## src/sv/ssdcf_pkg.sv

```systemverilog
// ----------------------------------------------------------------------------
// ssdcf_pkg
// shared types, constants and the segment glyph lookup for the display
// command framer
// ----------------------------------------------------------------------------
package ssdcf_pkg;

	typedef enum logic [1:0] {
		ACT_DEC = 2'd0,
		ACT_HEX = 2'd1,
		ACT_ON  = 2'd2,
		ACT_OFF = 2'd3
	} action_t;

	localparam int NUM_REGS = 6;
	localparam int NUM_CMDS = 5;

	localparam logic [2:0] REG_SYS_ON    = 3'd0;
	localparam logic [2:0] REG_SYS_EIGHT = 3'd1;
	localparam logic [2:0] REG_DIGIT0    = 3'd2;
	localparam logic [2:0] REG_DIGIT1    = 3'd3;
	localparam logic [2:0] REG_DIGIT2    = 3'd4;
	localparam logic [2:0] REG_DIGIT3    = 3'd5;

	localparam logic [15:0] REG_RESET [NUM_REGS] = '{
		16'd1025, 16'd1025, 16'd5120, 16'd5376, 16'd5632, 16'd5888
	};

	// byte counter value of the final byte of a run
	localparam logic [3:0] LAST_BYTE_IDX = 4'd9;

	localparam logic [7:0] SEG_ALL_ON  = 8'hFF;
	localparam logic [7:0] SEG_ALL_OFF = 8'h00;

	// 2^26 / 1000 rounded up, exact for all 16-bit values
	localparam logic [16:0] RECIP_1000 = 17'd67109;
	// 2^11 / 10 rounded up, exact below 1024
	localparam logic [7:0]  RECIP_10   = 8'd205;
	// 2^12 / 100 rounded up, exact below 1000
	localparam logic [5:0]  RECIP_100  = 6'd41;

	typedef logic [15:0] cmd_word_t;
	typedef cmd_word_t [NUM_CMDS-1:0] cmd_words_t;

	// handoff from the last pipeline stage into the byte serializer
	typedef struct packed {
		logic       valid;
		cmd_words_t words;
	} ser_load_t;

	function automatic logic [7:0] glyph(input logic [3:0] idx);
		logic [7:0] seg;
		case (idx)
			4'h0: seg = 8'h3F;
			4'h1: seg = 8'h06;
			4'h2: seg = 8'h5B;
			4'h3: seg = 8'h4F;
			4'h4: seg = 8'h66;
			4'h5: seg = 8'h6D;
			4'h6: seg = 8'h7D;
			4'h7: seg = 8'h07;
			4'h8: seg = 8'h7F;
			4'h9: seg = 8'h6F;
			4'hA: seg = 8'h77;
			4'hB: seg = 8'h7C;
			4'hC: seg = 8'h39;
			4'hD: seg = 8'h5E;
			4'hE: seg = 8'h79;
			4'hF: seg = 8'h71;
			default: seg = 8'h00;
		endcase
		return seg;
	endfunction

endpackage

```

## src/sv/ssdcf_serializer.sv

```systemverilog
// ----------------------------------------------------------------------------
// ssdcf_serializer
// holds five command words and sends them as ten framed bus bytes
// ----------------------------------------------------------------------------
module ssdcf_serializer
	import ssdcf_pkg::*;
(
	input  logic       clk,
	input  logic       arst_n,
	input  ser_load_t  load,
	output logic       load_ready,
	output logic       m_axis_tvalid,
	input  logic       m_axis_tready,
	output logic [7:0] m_axis_tdata,   // bus_byte
	output logic [1:0] m_axis_tuser,   // start_before, stop_after
	output logic       m_axis_tlast    // last_byte
);

	logic       busy_q;
	logic [3:0] cnt_q;
	cmd_words_t words_q;
	cmd_word_t  cur_word;
	logic       out_fire;
	logic       run_done;

	assign out_fire   = busy_q && m_axis_tready;
	assign run_done   = out_fire && (cnt_q == LAST_BYTE_IDX);
	assign load_ready = !busy_q || run_done;

	always_ff @(posedge clk or negedge arst_n) begin
		if (!arst_n) begin
			busy_q <= 1'b0;
			cnt_q  <= '0;
		end else if (load_ready) begin
			busy_q <= load.valid;
			cnt_q  <= '0;
		end else if (out_fire) begin
			cnt_q <= cnt_q + 4'd1;
		end
	end

	always_ff @(posedge clk) begin
		if (load_ready && load.valid) begin
			words_q <= load.words;
		end
	end

	assign cur_word = words_q[cnt_q[3:1]];

	always_comb begin
		m_axis_tvalid = busy_q;
		m_axis_tlast  = (cnt_q == LAST_BYTE_IDX);
		if (!cnt_q[0]) begin
			// address byte: bits 12..8 of the word land in bits 5..1
			m_axis_tdata = {2'b01, cur_word[12:8], 1'b0};
			m_axis_tuser = 2'b01;
		end else begin
			m_axis_tdata = cur_word[7:0];
			m_axis_tuser = 2'b10;
		end
	end

endmodule

```

## src/sv/seven_segment_display_command_framer.sv

```systemverilog
// ----------------------------------------------------------------------------
// seven_segment_display_command_framer
// turns one display request into the ten bus bytes for a four-digit
// seven-segment driver on a two-wire bus
// ----------------------------------------------------------------------------
// usage
//  - s_axis: one request per transaction (action, value, four hex glyph
//    indices, brightness); s_axis_tready drops only when the pipeline is full
//  - m_axis: ten bytes per request, system command then digits one to four,
//    each command as an address byte (start_before) and a data byte
//    (stop_after); tlast marks the tenth byte
//  - cfg: register writes (index, data), always ready, only while idle
// path: a request passes pipeline stages 1 to 4 and is then loaded into the
//   serializer; the bytes follow one per cycle while tready stays high
// throughput: the serializer emits one bus byte per cycle while m_axis_tready
//   is high, ten per request; four pipeline stages in front of it let up to
//   four further requests queue while a run is still going out
// reset: arst_n clears every valid bit and loads the register defaults
// stall: a low m_axis_tready holds the current byte; the pipeline fills up
//   and then drops s_axis_tready, nothing is lost or repeated
// ----------------------------------------------------------------------------
module seven_segment_display_command_framer
	import ssdcf_pkg::*;
(
	input  logic        clk,
	input  logic        arst_n,
	input  logic        s_axis_tvalid,
	output logic        s_axis_tready,
	// action[1:0], display_value[17:2], hex_digit_a[21:18], hex_digit_b[25:22],
	// hex_digit_c[29:26], hex_digit_d[33:30], brightness[41:34], zero pad
	input  logic [47:0] s_axis_tdata,
	output logic        m_axis_tvalid,
	input  logic        m_axis_tready,
	output logic [7:0]  m_axis_tdata,   // bus_byte
	output logic [1:0]  m_axis_tuser,   // start_before, stop_after
	output logic        m_axis_tlast,   // last_byte
	input  logic        cfg_valid,
	output logic        cfg_ready,
	input  logic [2:0]  cfg_index,
	input  logic [15:0] cfg_data
);

	// configuration registers
	logic [15:0] cfg_q [NUM_REGS];

	assign cfg_ready = 1'b1;

	always_ff @(posedge clk or negedge arst_n) begin
		if (!arst_n) begin
			for (int i = 0; i < NUM_REGS; i++) begin
				cfg_q[i] <= REG_RESET[i];
			end
		end else if (cfg_valid && (cfg_index < 3'(NUM_REGS))) begin
			// out of range indexes are dropped
			cfg_q[cfg_index] <= cfg_data;
		end
	end

	// request fields
	action_t     in_action;
	logic [15:0] in_value;
	logic [15:0] in_hex;
	logic [7:0]  in_bright;

	assign in_action = action_t'(s_axis_tdata[1:0]);
	assign in_value  = s_axis_tdata[17:2];
	assign in_hex    = s_axis_tdata[33:18];
	assign in_bright = s_axis_tdata[41:34];

	// pipeline valid bits and backpressure chain
	logic v_s1, v_s2, v_s3, v_s4;
	logic rdy1, rdy2, rdy3, rdy4;
	logic ser_ready;

	assign rdy4          = !v_s4 || ser_ready;
	assign rdy3          = !v_s3 || rdy4;
	assign rdy2          = !v_s2 || rdy3;
	assign rdy1          = !v_s1 || rdy2;
	assign s_axis_tready = rdy1;

	always_ff @(posedge clk or negedge arst_n) begin
		if (!arst_n) begin
			v_s1 <= 1'b0;
			v_s2 <= 1'b0;
			v_s3 <= 1'b0;
			v_s4 <= 1'b0;
		end else begin
			if (rdy1) v_s1 <= s_axis_tvalid;
			if (rdy2) v_s2 <= v_s1;
			if (rdy3) v_s3 <= v_s2;
			if (rdy4) v_s4 <= v_s3;
		end
	end

	// stage 1: capture and start the divide by 1000
	action_t     act_s1;
	logic [15:0] val_s1;
	logic [15:0] hex_s1;
	logic [7:0]  br_s1;
	logic [32:0] prod_s1;

	always_ff @(posedge clk) begin
		if (rdy1) begin
			act_s1  <= in_action;
			val_s1  <= in_value;
			hex_s1  <= in_hex;
			br_s1   <= in_bright;
			prod_s1 <= in_value * RECIP_1000;
		end
	end

	// stage 2: thousands quotient and remainder below 1000
	action_t     act_s2;
	logic [15:0] hex_s2;
	logic [7:0]  br_s2;
	logic [6:0]  thou_s2;
	logic [9:0]  rem_s2;
	logic [6:0]  thou_c;
	logic [15:0] rem1_c;

	assign thou_c = prod_s1[32:26];
	assign rem1_c = val_s1 - (16'(thou_c) * 16'd1000);

	always_ff @(posedge clk) begin
		if (rdy2) begin
			act_s2  <= act_s1;
			hex_s2  <= hex_s1;
			br_s2   <= br_s1;
			thou_s2 <= thou_c;
			rem_s2  <= rem1_c[9:0];
		end
	end

	// stage 3: thousands digit (ten-thousands wrap) and hundreds digit
	action_t     act_s3;
	logic [15:0] hex_s3;
	logic [7:0]  br_s3;
	logic [3:0]  dth_s3;
	logic [3:0]  dhu_s3;
	logic [6:0]  rem_s3;
	logic [13:0] thou_mul_c;
	logic [2:0]  thou_div_c;
	logic [6:0]  dth_c;
	logic [15:0] hun_mul_c;
	logic [3:0]  hun_c;
	logic [9:0]  rem2_c;

	assign thou_mul_c = thou_s2 * RECIP_10;
	assign thou_div_c = thou_mul_c[13:11];
	assign dth_c      = thou_s2 - (7'(thou_div_c) * 7'd10);
	assign hun_mul_c  = rem_s2 * RECIP_100;
	assign hun_c      = hun_mul_c[15:12];
	assign rem2_c     = rem_s2 - (10'(hun_c) * 10'd100);

	always_ff @(posedge clk) begin
		if (rdy3) begin
			act_s3 <= act_s2;
			hex_s3 <= hex_s2;
			br_s3  <= br_s2;
			dth_s3 <= dth_c[3:0];
			dhu_s3 <= hun_c;
			rem_s3 <= rem2_c[6:0];
		end
	end

	// stage 4: tens and ones, glyphs, command words
	cmd_words_t  words_s4;
	logic [14:0] ten_mul_c;
	logic [3:0]  ten_c;
	logic [6:0]  one_c;
	logic [7:0]  seg_c [4];
	cmd_word_t   sys_c;
	cmd_words_t  words_c;

	assign ten_mul_c = rem_s3 * RECIP_10;
	assign ten_c     = ten_mul_c[14:11];
	assign one_c     = rem_s3 - (7'(ten_c) * 7'd10);

	always_comb begin
		case (act_s3)
			ACT_DEC: begin
				sys_c    = cfg_q[REG_SYS_ON] | {8'd0, br_s3};
				seg_c[0] = glyph(dth_s3);
				seg_c[1] = glyph(dhu_s3);
				seg_c[2] = glyph(ten_c);
				seg_c[3] = glyph(one_c[3:0]);
			end
			ACT_HEX: begin
				sys_c    = cfg_q[REG_SYS_ON] | {8'd0, br_s3};
				seg_c[0] = glyph(hex_s3[3:0]);
				seg_c[1] = glyph(hex_s3[7:4]);
				seg_c[2] = glyph(hex_s3[11:8]);
				seg_c[3] = glyph(hex_s3[15:12]);
			end
			ACT_ON: begin
				sys_c = cfg_q[REG_SYS_EIGHT];
				for (int i = 0; i < 4; i++) seg_c[i] = SEG_ALL_ON;
			end
			default: begin
				sys_c = cfg_q[REG_SYS_EIGHT];
				for (int i = 0; i < 4; i++) seg_c[i] = SEG_ALL_OFF;
			end
		endcase
		words_c[0] = sys_c;
		words_c[1] = cfg_q[REG_DIGIT0] | {8'd0, seg_c[0]};
		words_c[2] = cfg_q[REG_DIGIT1] | {8'd0, seg_c[1]};
		words_c[3] = cfg_q[REG_DIGIT2] | {8'd0, seg_c[2]};
		words_c[4] = cfg_q[REG_DIGIT3] | {8'd0, seg_c[3]};
	end

	always_ff @(posedge clk) begin
		if (rdy4) begin
			words_s4 <= words_c;
		end
	end

	// byte serializer
	ser_load_t ser_load;

	assign ser_load.valid = v_s4;
	assign ser_load.words = words_s4;

	ssdcf_serializer u_ser (
		.clk          (clk),
		.arst_n       (arst_n),
		.load         (ser_load),
		.load_ready   (ser_ready),
		.m_axis_tvalid(m_axis_tvalid),
		.m_axis_tready(m_axis_tready),
		.m_axis_tdata (m_axis_tdata),
		.m_axis_tuser (m_axis_tuser),
		.m_axis_tlast (m_axis_tlast)
	);

endmodule

```

## config.mk

```make
export PLATFORM = sky130hd
export DESIGN_NAME = seven_segment_display_command_framer
export DESIGN_NICKNAME = d
export VERILOG_FILES = /design/src/sv/ssdcf_pkg.sv /design/src/sv/ssdcf_serializer.sv /design/src/sv/seven_segment_display_command_framer.sv
export SDC_FILE = /design/constraint.sdc
export NUM_CORES = 1
export LEC_CHECK = 0
export ABC_AREA = 1
export BUFFER_PORTS_ARGS = -buffer_cell sky130_fd_sc_hd__buf_2
export CELL_PAD_IN_SITES_DETAIL_PLACEMENT = 1
export CELL_PAD_IN_SITES_GLOBAL_PLACEMENT = 2
export CORE_UTILIZATION = 46
export CTS_BUF_LIST = sky130_fd_sc_hd__clkbuf_8
export DETAILED_ROUTE_END_ITERATION = 10
export PLACE_DENSITY = 0.85
export RECOVER_POWER = 25
export SLEW_MARGIN = 25
export SYNTH_ARGS = -nofsm -noshare
export SYNTH_HDL_FRONTEND = slang
export SYNTH_SLANG_ARGS = --single-unit
export TNS_END_PERCENT = 30
```

## constraint.sdc

```tcl
create_clock -name clk -period 11.4 [get_ports clk]
set_input_delay 0 -clock clk [delete_from_list [all_inputs] [get_ports clk]]
set_output_delay 0 -clock clk [all_outputs]
set_load 0.03 [all_outputs]
```

# Word-level counts from Yosys, hierarchy flattened
# Memories as Yosys holds them, arrays and structs flattened. A register that Yosys moved wholly into a read port is not among the register bits.
# Index checks and enable logic that the tools add are counted.
# totals
latchBits	0
mem_bits_rw	0
word_cells	107
output_inout_bits	14
register_bits	418
mem_count	8
romBits	896
in_bits	72
# op_classes
n_eq_ne	3
div	0
n_mux	17
shifts	0
n_reduce_logical	18
n_lt_le_gt_ge	4
addsub	5
n_bitwise	6
n_mul	8
# mem_list
memory	depth	word_bits	read_ports	rd_clocked_by_memory_dff	write_ports	line_no	text
(no name shown)	16	7	1	1	0	ssdcf_pkg.sv:53	case (idx)
(no name shown)	16	7	1	1	0	ssdcf_pkg.sv:53	
(no name shown)	16	7	1	0	0	ssdcf_pkg.sv:53	
(no name shown)	16	7	1	0	0	ssdcf_pkg.sv:53	
(no name shown)	16	7	1	1	0	ssdcf_pkg.sv:53	
(no name shown)	16	7	1	1	0	ssdcf_pkg.sv:53	
+2 memories	-	-	-	-	-	-	
# ops
operator	count
bitwise mux 96 bit	1
one-hot mux 32 bit (3 select lines)	1
bitwise OR 16 x 8 -> 16 bit	5
binary-select mux 16 bit (select 3 bit)	1
demux 16 bit (select 3 bit)	1
multiplier 16 x 17 -> 33 bit, second input constant	1
2-to-1 mux 16 bit	2
2-to-1 mux 4 bit	8
multiplier 10 x 6 -> 16 bit, second input constant	1
multiplier 7 x 8 -> 15 bit, second input constant	1
multiplier 7 x 8 -> 14 bit, second input constant	1
2-to-1 mux 13 bit	1
subtractor 10 bit	1
2-to-1 mux 8 bit	1
subtractor 4 bit	2
multiplier 7 x 3 -> 7 bit, second input constant	1
subtractor 7 bit	1
logical AND 1 bit	5
logical NOT 1 bit	5
logical OR 1 bit	5
multiplier 4 x 5 -> 5 bit, second input constant	1
adder 4 x 1 -> 4 bit, second input constant	1
equality test 4 bit, second input constant	1
greater-or-equal comparator 4 bit, second input constant	1
other kinds (12)	12

# Logic depth before layout (Yosys ltp)
# depth
word_depth	7
mapped_depth	27
mapped_depth_nobuf	27

# Modules after synthesis
# Synthesis repeated with hierarchy kept, for this count alone.
# hier_totals
hier_cells	2378
hier_area_um2	24023.0
# modules_own_cells
mod	cells_each	instances	area_per_inst_um2	seq_area_each_um2
seven_segment_display_command_framer	2082	1	20921.3	9579.2
ssdcf_serializer	296	1	3101.7	2077.0

# Worst setup path before layout
# Ideal clock, no wire load.
# synth_timing
path_kind	register -> register
from	register u_ser.cnt_q[1]
to	register u_ser.words_q[0] (netlist bit) (enable)
path_stages_with_launch	12
setup_ps	489
required_time_ps	10911
arrival_time_ps	4382
synth_period_minus_slack_ps	4871
slack_ps	6529
path_buffers	3
cell_sequence	dfrtp_1 clkbuf_1 inv_1 buf_2 buf_1 ha_1 nand3_2 nand2_1 inv_2 nor2_4 inv_4 nor2_1
# synth_via
elab_chain_cells	4
# synth_rtl
element	line_no	text
start, declared	ssdcf_serializer.sv:20	logic [3:0] cnt_q;
start signal, assigned	ssdcf_serializer.sv:38	cnt_q <= cnt_q + 4'd1;
equality test 4 bit	ssdcf_serializer.sv:27	assign run_done = out_fire && (cnt_q == LAST_BYTE_IDX);
logical AND 1 bit	ssdcf_serializer.sv:27	
logical OR 1 bit	ssdcf_serializer.sv:28	assign load_ready = !busy_q || run_done;
logical AND 1 bit	ssdcf_serializer.sv:43	if (load_ready && load.valid) begin
end signal, assigned	ssdcf_serializer.sv:44	words_q <= load.words;
end, declared	ssdcf_serializer.sv:21	cmd_words_t words_q;
# Every way passes these cells.
# A chain may end at the register's enable or synchronous reset.

==> summary.md <==
| Metric | Value |
|---|---|
| Run status | finished with violations |
| Failing checks | capacitance limit, slew limit |
| Routed wire length per instance | between 15 and 20 um |
| Maximum number of pins on one net before global-route repair | 74 |
| Core Region | around 0.048 mm^2 |
| Xor-xnor portion of the synthesized cell area | around 1.2% |
| Data required time of the critical path | approximately 12 ns |
| Count of final hold-check violations | 0 |
| Hold slack | approximately 0.077 ns |
| Vertical extent of the die | roughly 220 um |
| First-pass GRT wire length | 88.41 mm |
| DRC errors left | 0 |
| Seq cells post-synth | around 390 |
| Number of buffers on the longest clock path | 3 |
| Simple-gate portion of the synthesized area | around 12% |
| Final Core Density | a little over half |
| Placed wire-length estimate after detailed placement | 39.64 mm |
| Ratio of cells with drive above 1 in the final layout | a little over a tenth |
| Layout overhead on the synthesized area | 12.76% |
| Post-DRT Antenna Nets | 0 |
| Number of clock buffers inserted by TritonCTS | between 60 and 70 |
| Logic gate share of total power | approximately 45% |
| Mapped Avg Cell Area | 10.29 um^2 |
| Drt first-iter violations | about 710 |
| Switch Pwr | 2378 uW |
| Max-slew violation total from the final report | 74 |
| Cell area after synthesis | around 0.023 mm^2 |
| Setup Slack @ Placement | between 6 and 7 ns |
| CTS Root Cell | sky130_fd_sc_hd__clkbuf_8 |
| Number of max-cap violations | 1 |
| Relative contribution of sequential cells to total power | about 34% |
| Final net count | about 2800 |
| Fin Clk Skew | about 0.032 ns |
| Detailed-route via count | 15658 |
| Vias in the first global route | around 17000 |
| Fraction of synthesis flops using an asynchronous set or reset pin | 22.54% |
| Combinational family with the most area after synthesis | adder cells |
| Classification of the worst-slack hold path | input pin to flop |
| Clock-pin slew on the worst setup and hold paths | 0.07 ns |
| Worst Tran Pin Value | ~4 ns |
| Sequential fraction of the synthesis area | between 40 and 50% |
| Tot GR Track Use | between 20% and 30% |
| Number of antenna violations at the first check in global routing | 1 |
| Fill cell instance count of the final layout | 5329 |
| Final critical-path required period | about 5.2 ns |
| Internal power | approximately 3400 uW |
| Weighted congestion reported at the end of routability-driven placement | about 0.83 |
| Remaining global-route overflow | 0 |
| Endpoint type of the worst setup path | flop |
| Count of buffers from port buffering | 75 |
| Post-Synthesis Net Count | 2631 |
| Maximum fanout along the worst path | 8 |
| Yosys synthesis warning count | 0 |
| Leakage power of the design | approximately 0.012 uW |
| Multiplexer share of the synthesized area | 0% |
| Final period util | between 40% and 50% |
| Switching Share | approximately 41% |
| Final Routed Wirelength | 54.24 mm |
| Arrival time of the worst setup path | ~5.6 ns |
| EDFF count, synth | about 260 |
| Critical path class | flop to flop |
| Adder-cell area share of the yosys netlist | between 20% and 30% |
| Sum of internal, switching and leakage power | ~5700 uW |
| Die Width | roughly 220 um |
| Post-CTS Setup Repair Bufs | 0 |
| RSZ-0062 raised after global routing | no |
| Slack of the critical path | 6.186 ns |
| Endpoints failing setup | 0 |
| Relative slew slack | -172.4% |
| Count of different cell masters after synthesis | 56 |
| Total number of clock tree sinks | ~390 |
| Total Die Area | roughly 0.050 mm^2 |
| Insertion delay to the later sink of the worst-skew pair | 0.63 ns |
| Most common cell after layout, fill and taps aside | sky130_fd_sc_hd__nand2_1 |
| CTS tree | done |
| Maximum clock rate | 0.1918 GHz |
| Area fraction in compound gates after synthesis | 9.511% |
| Number of standard-cell rows in the floorplan | 80 |
| Crit start category | flop |
| Dominant synthesized flop cell | sky130_fd_sc_hd__edfxtp_1 |
| Most used cells in the layout excluding fill and tap cells | sky130_fd_sc_hd__nand2_1 (409), sky130_fd_sc_hd__inv_1 (343), sky130_fd_sc_hd__ha_1 (305) |
| 1st-pass router iterations | 5 |
| Number of cells produced by synthesis | ~2200 |
| PD cells | between 200 and 250 mW/mm^2 |
| Clock network power share | ~22% |
| I/O pin cnt | 86 |
| IR drop worst, VDD | roughly 0.13 mV |
| Initial core utilization | between 40% and 50% |
| Number of vias per cell after detailed routing | just over 5 |
| Maximum level of the CTS H-tree | 3 |
| Aggregate negative setup slack | 0 ns |
==> layout make-up <==
cell class                      instances  area [um^2]  share of cell area [%]
Antenna cell                            1        2.502                0.009848
Clock buffer                           79         1087                   4.279
Clock inverter                         49        262.8                   1.034
Inverter                              338         1276                   5.023
Multi-Input combinational cell       1423        10300                   40.53
Sequential cell                       386        10760                   42.33
Tap cell                              615        769.5                   3.028
Timing Repair Buffer                  137        955.9                   3.762
==> repair_timing <==
action	4_1_cts	5_1_grt
hold buffers	54	0
hold endpoints to repair	197	0
resized for setup	0	0
==> metal layers <==
metal  GRT usage [%]  share of wire (%)  vias up
li1                -                  -     7665
met1           29.22                 46     7685
met2           39.33                 49      224
met3           3.437                3.3       82
met4           6.673                2.0        2
met5               0              0.024        -
==> through the flow <==
step,instance area (um^2),cells
4_1_cts,25430,3027
3_3_place_gp,23540,2845
3_5_place_dp,23540,2845
2_1_floorplan,22530,2190
6_report,25410,3028
5_1_grt,25410,3027
==> cell usage after synthesis, drive strengths merged (2+ instances only) <==
cell type | n | area [um^2]
nor2 | 105 | 401.6
fa | 64 | 1281
edfxtp | 257 | 7717
a31oi | 3 | 18.77
clkbuf | 30 | 112.6
xnor2 | 12 | 112.6
a21o | 4 | 30.03
a21oi | 98 | 490.5
a221oi | 12 | 105.1
ha | 305 | 3816
o21bai | 22 | 176.4
xor2 | 18 | 165.2
inv | 336 | 1269
buf | 13 | 111.4
dfxtp | 42 | 840.8
or2 | 20 | 125.1
o21a | 6 | 52.55
o211ai | 4 | 30.03
dfstp | 16 | 420.4
nand3 | 74 | 402.9
clkinv | 2 | 7.510
nand3b | 6 | 45.04
dfrtp | 71 | 1777
nand4 | 15 | 93.84
nand2 | 424 | 1632
o22ai | 20 | 125.1
o21ai | 195 | 1074
nor3 | 9 | 50.05
==> worst max-delay path, cell delays in order (launching register included) <==
cell	delay, ns
sky130_fd_sc_hd__edfxtp_1	0.46
sky130_fd_sc_hd__ha_1	0.37
sky130_fd_sc_hd__fa_1	0.47
sky130_fd_sc_hd__ha_1	0.29
sky130_fd_sc_hd__inv_1	0.05
sky130_fd_sc_hd__fa_1	0.49
sky130_fd_sc_hd__inv_1	0.04
sky130_fd_sc_hd__ha_1	0.31
sky130_fd_sc_hd__nand2_1	0.08
sky130_fd_sc_hd__o21ai_0	0.18
sky130_fd_sc_hd__nand2_1	0.08
sky130_fd_sc_hd__nand3_1	0.12
sky130_fd_sc_hd__xor2_1	0.45
sky130_fd_sc_hd__inv_1	0.22
sky130_fd_sc_hd__fa_1	0.45
sky130_fd_sc_hd__xnor2_1	0.16
sky130_fd_sc_hd__inv_1	0.10
sky130_fd_sc_hd__nand3_2	0.20
sky130_fd_sc_hd__nand2_4	0.17
sky130_fd_sc_hd__nand2_1	0.07
sky130_fd_sc_hd__nand3_1	0.11
sky130_fd_sc_hd__nand3_1	0.09
==> kinds of logic (layout without fill, tap and decap cells) <==
family | count (synthesis) | in the layout
AND/OR/NAND/NOR | 654 | 654
flip-flops | 386 | 386
buffers and inverters | 381 | 603
adder cells (fa/ha/maj) | 369 | 369
AO/OA/AOI/OAI | 369 | 369
XOR/XNOR | 30 | 30
other | 1 | 2
==> final timing paths <==
kind	startpoint	end	slack, ns	cells after the start
max in group asynchronous	arst_n	cfg_q[83]	7.51	3
min in group asynchronous	arst_n	u_ser.cnt_q[3]	0.60	3
hold / removal	s_axis_tdata[16]	prod_s1[30]	0.08	4
hold reg to reg	ser_load[5]	u_ser.words_q[5]	0.39	0
setup / recovery	rem_s3[5]	ser_load[68]	6.19	21
setup reg to reg	rem_s3[5]	ser_load[68]	6.19	21
==> power groups by stage <==
stage | sequential, uW | clock, uW | combinational, uW
floorplan | 1880 | 0 | 1930
global placement | 1950 | 0 | 2470
detailed placement | 1960 | 0 | 2550
CTS | 1930 | 1280 | 2590
global route | 1950 | 1350 | 2950
finish | 1930 | 1250 | 2560
No activity file was read; power rests on OpenSTA's default activity.
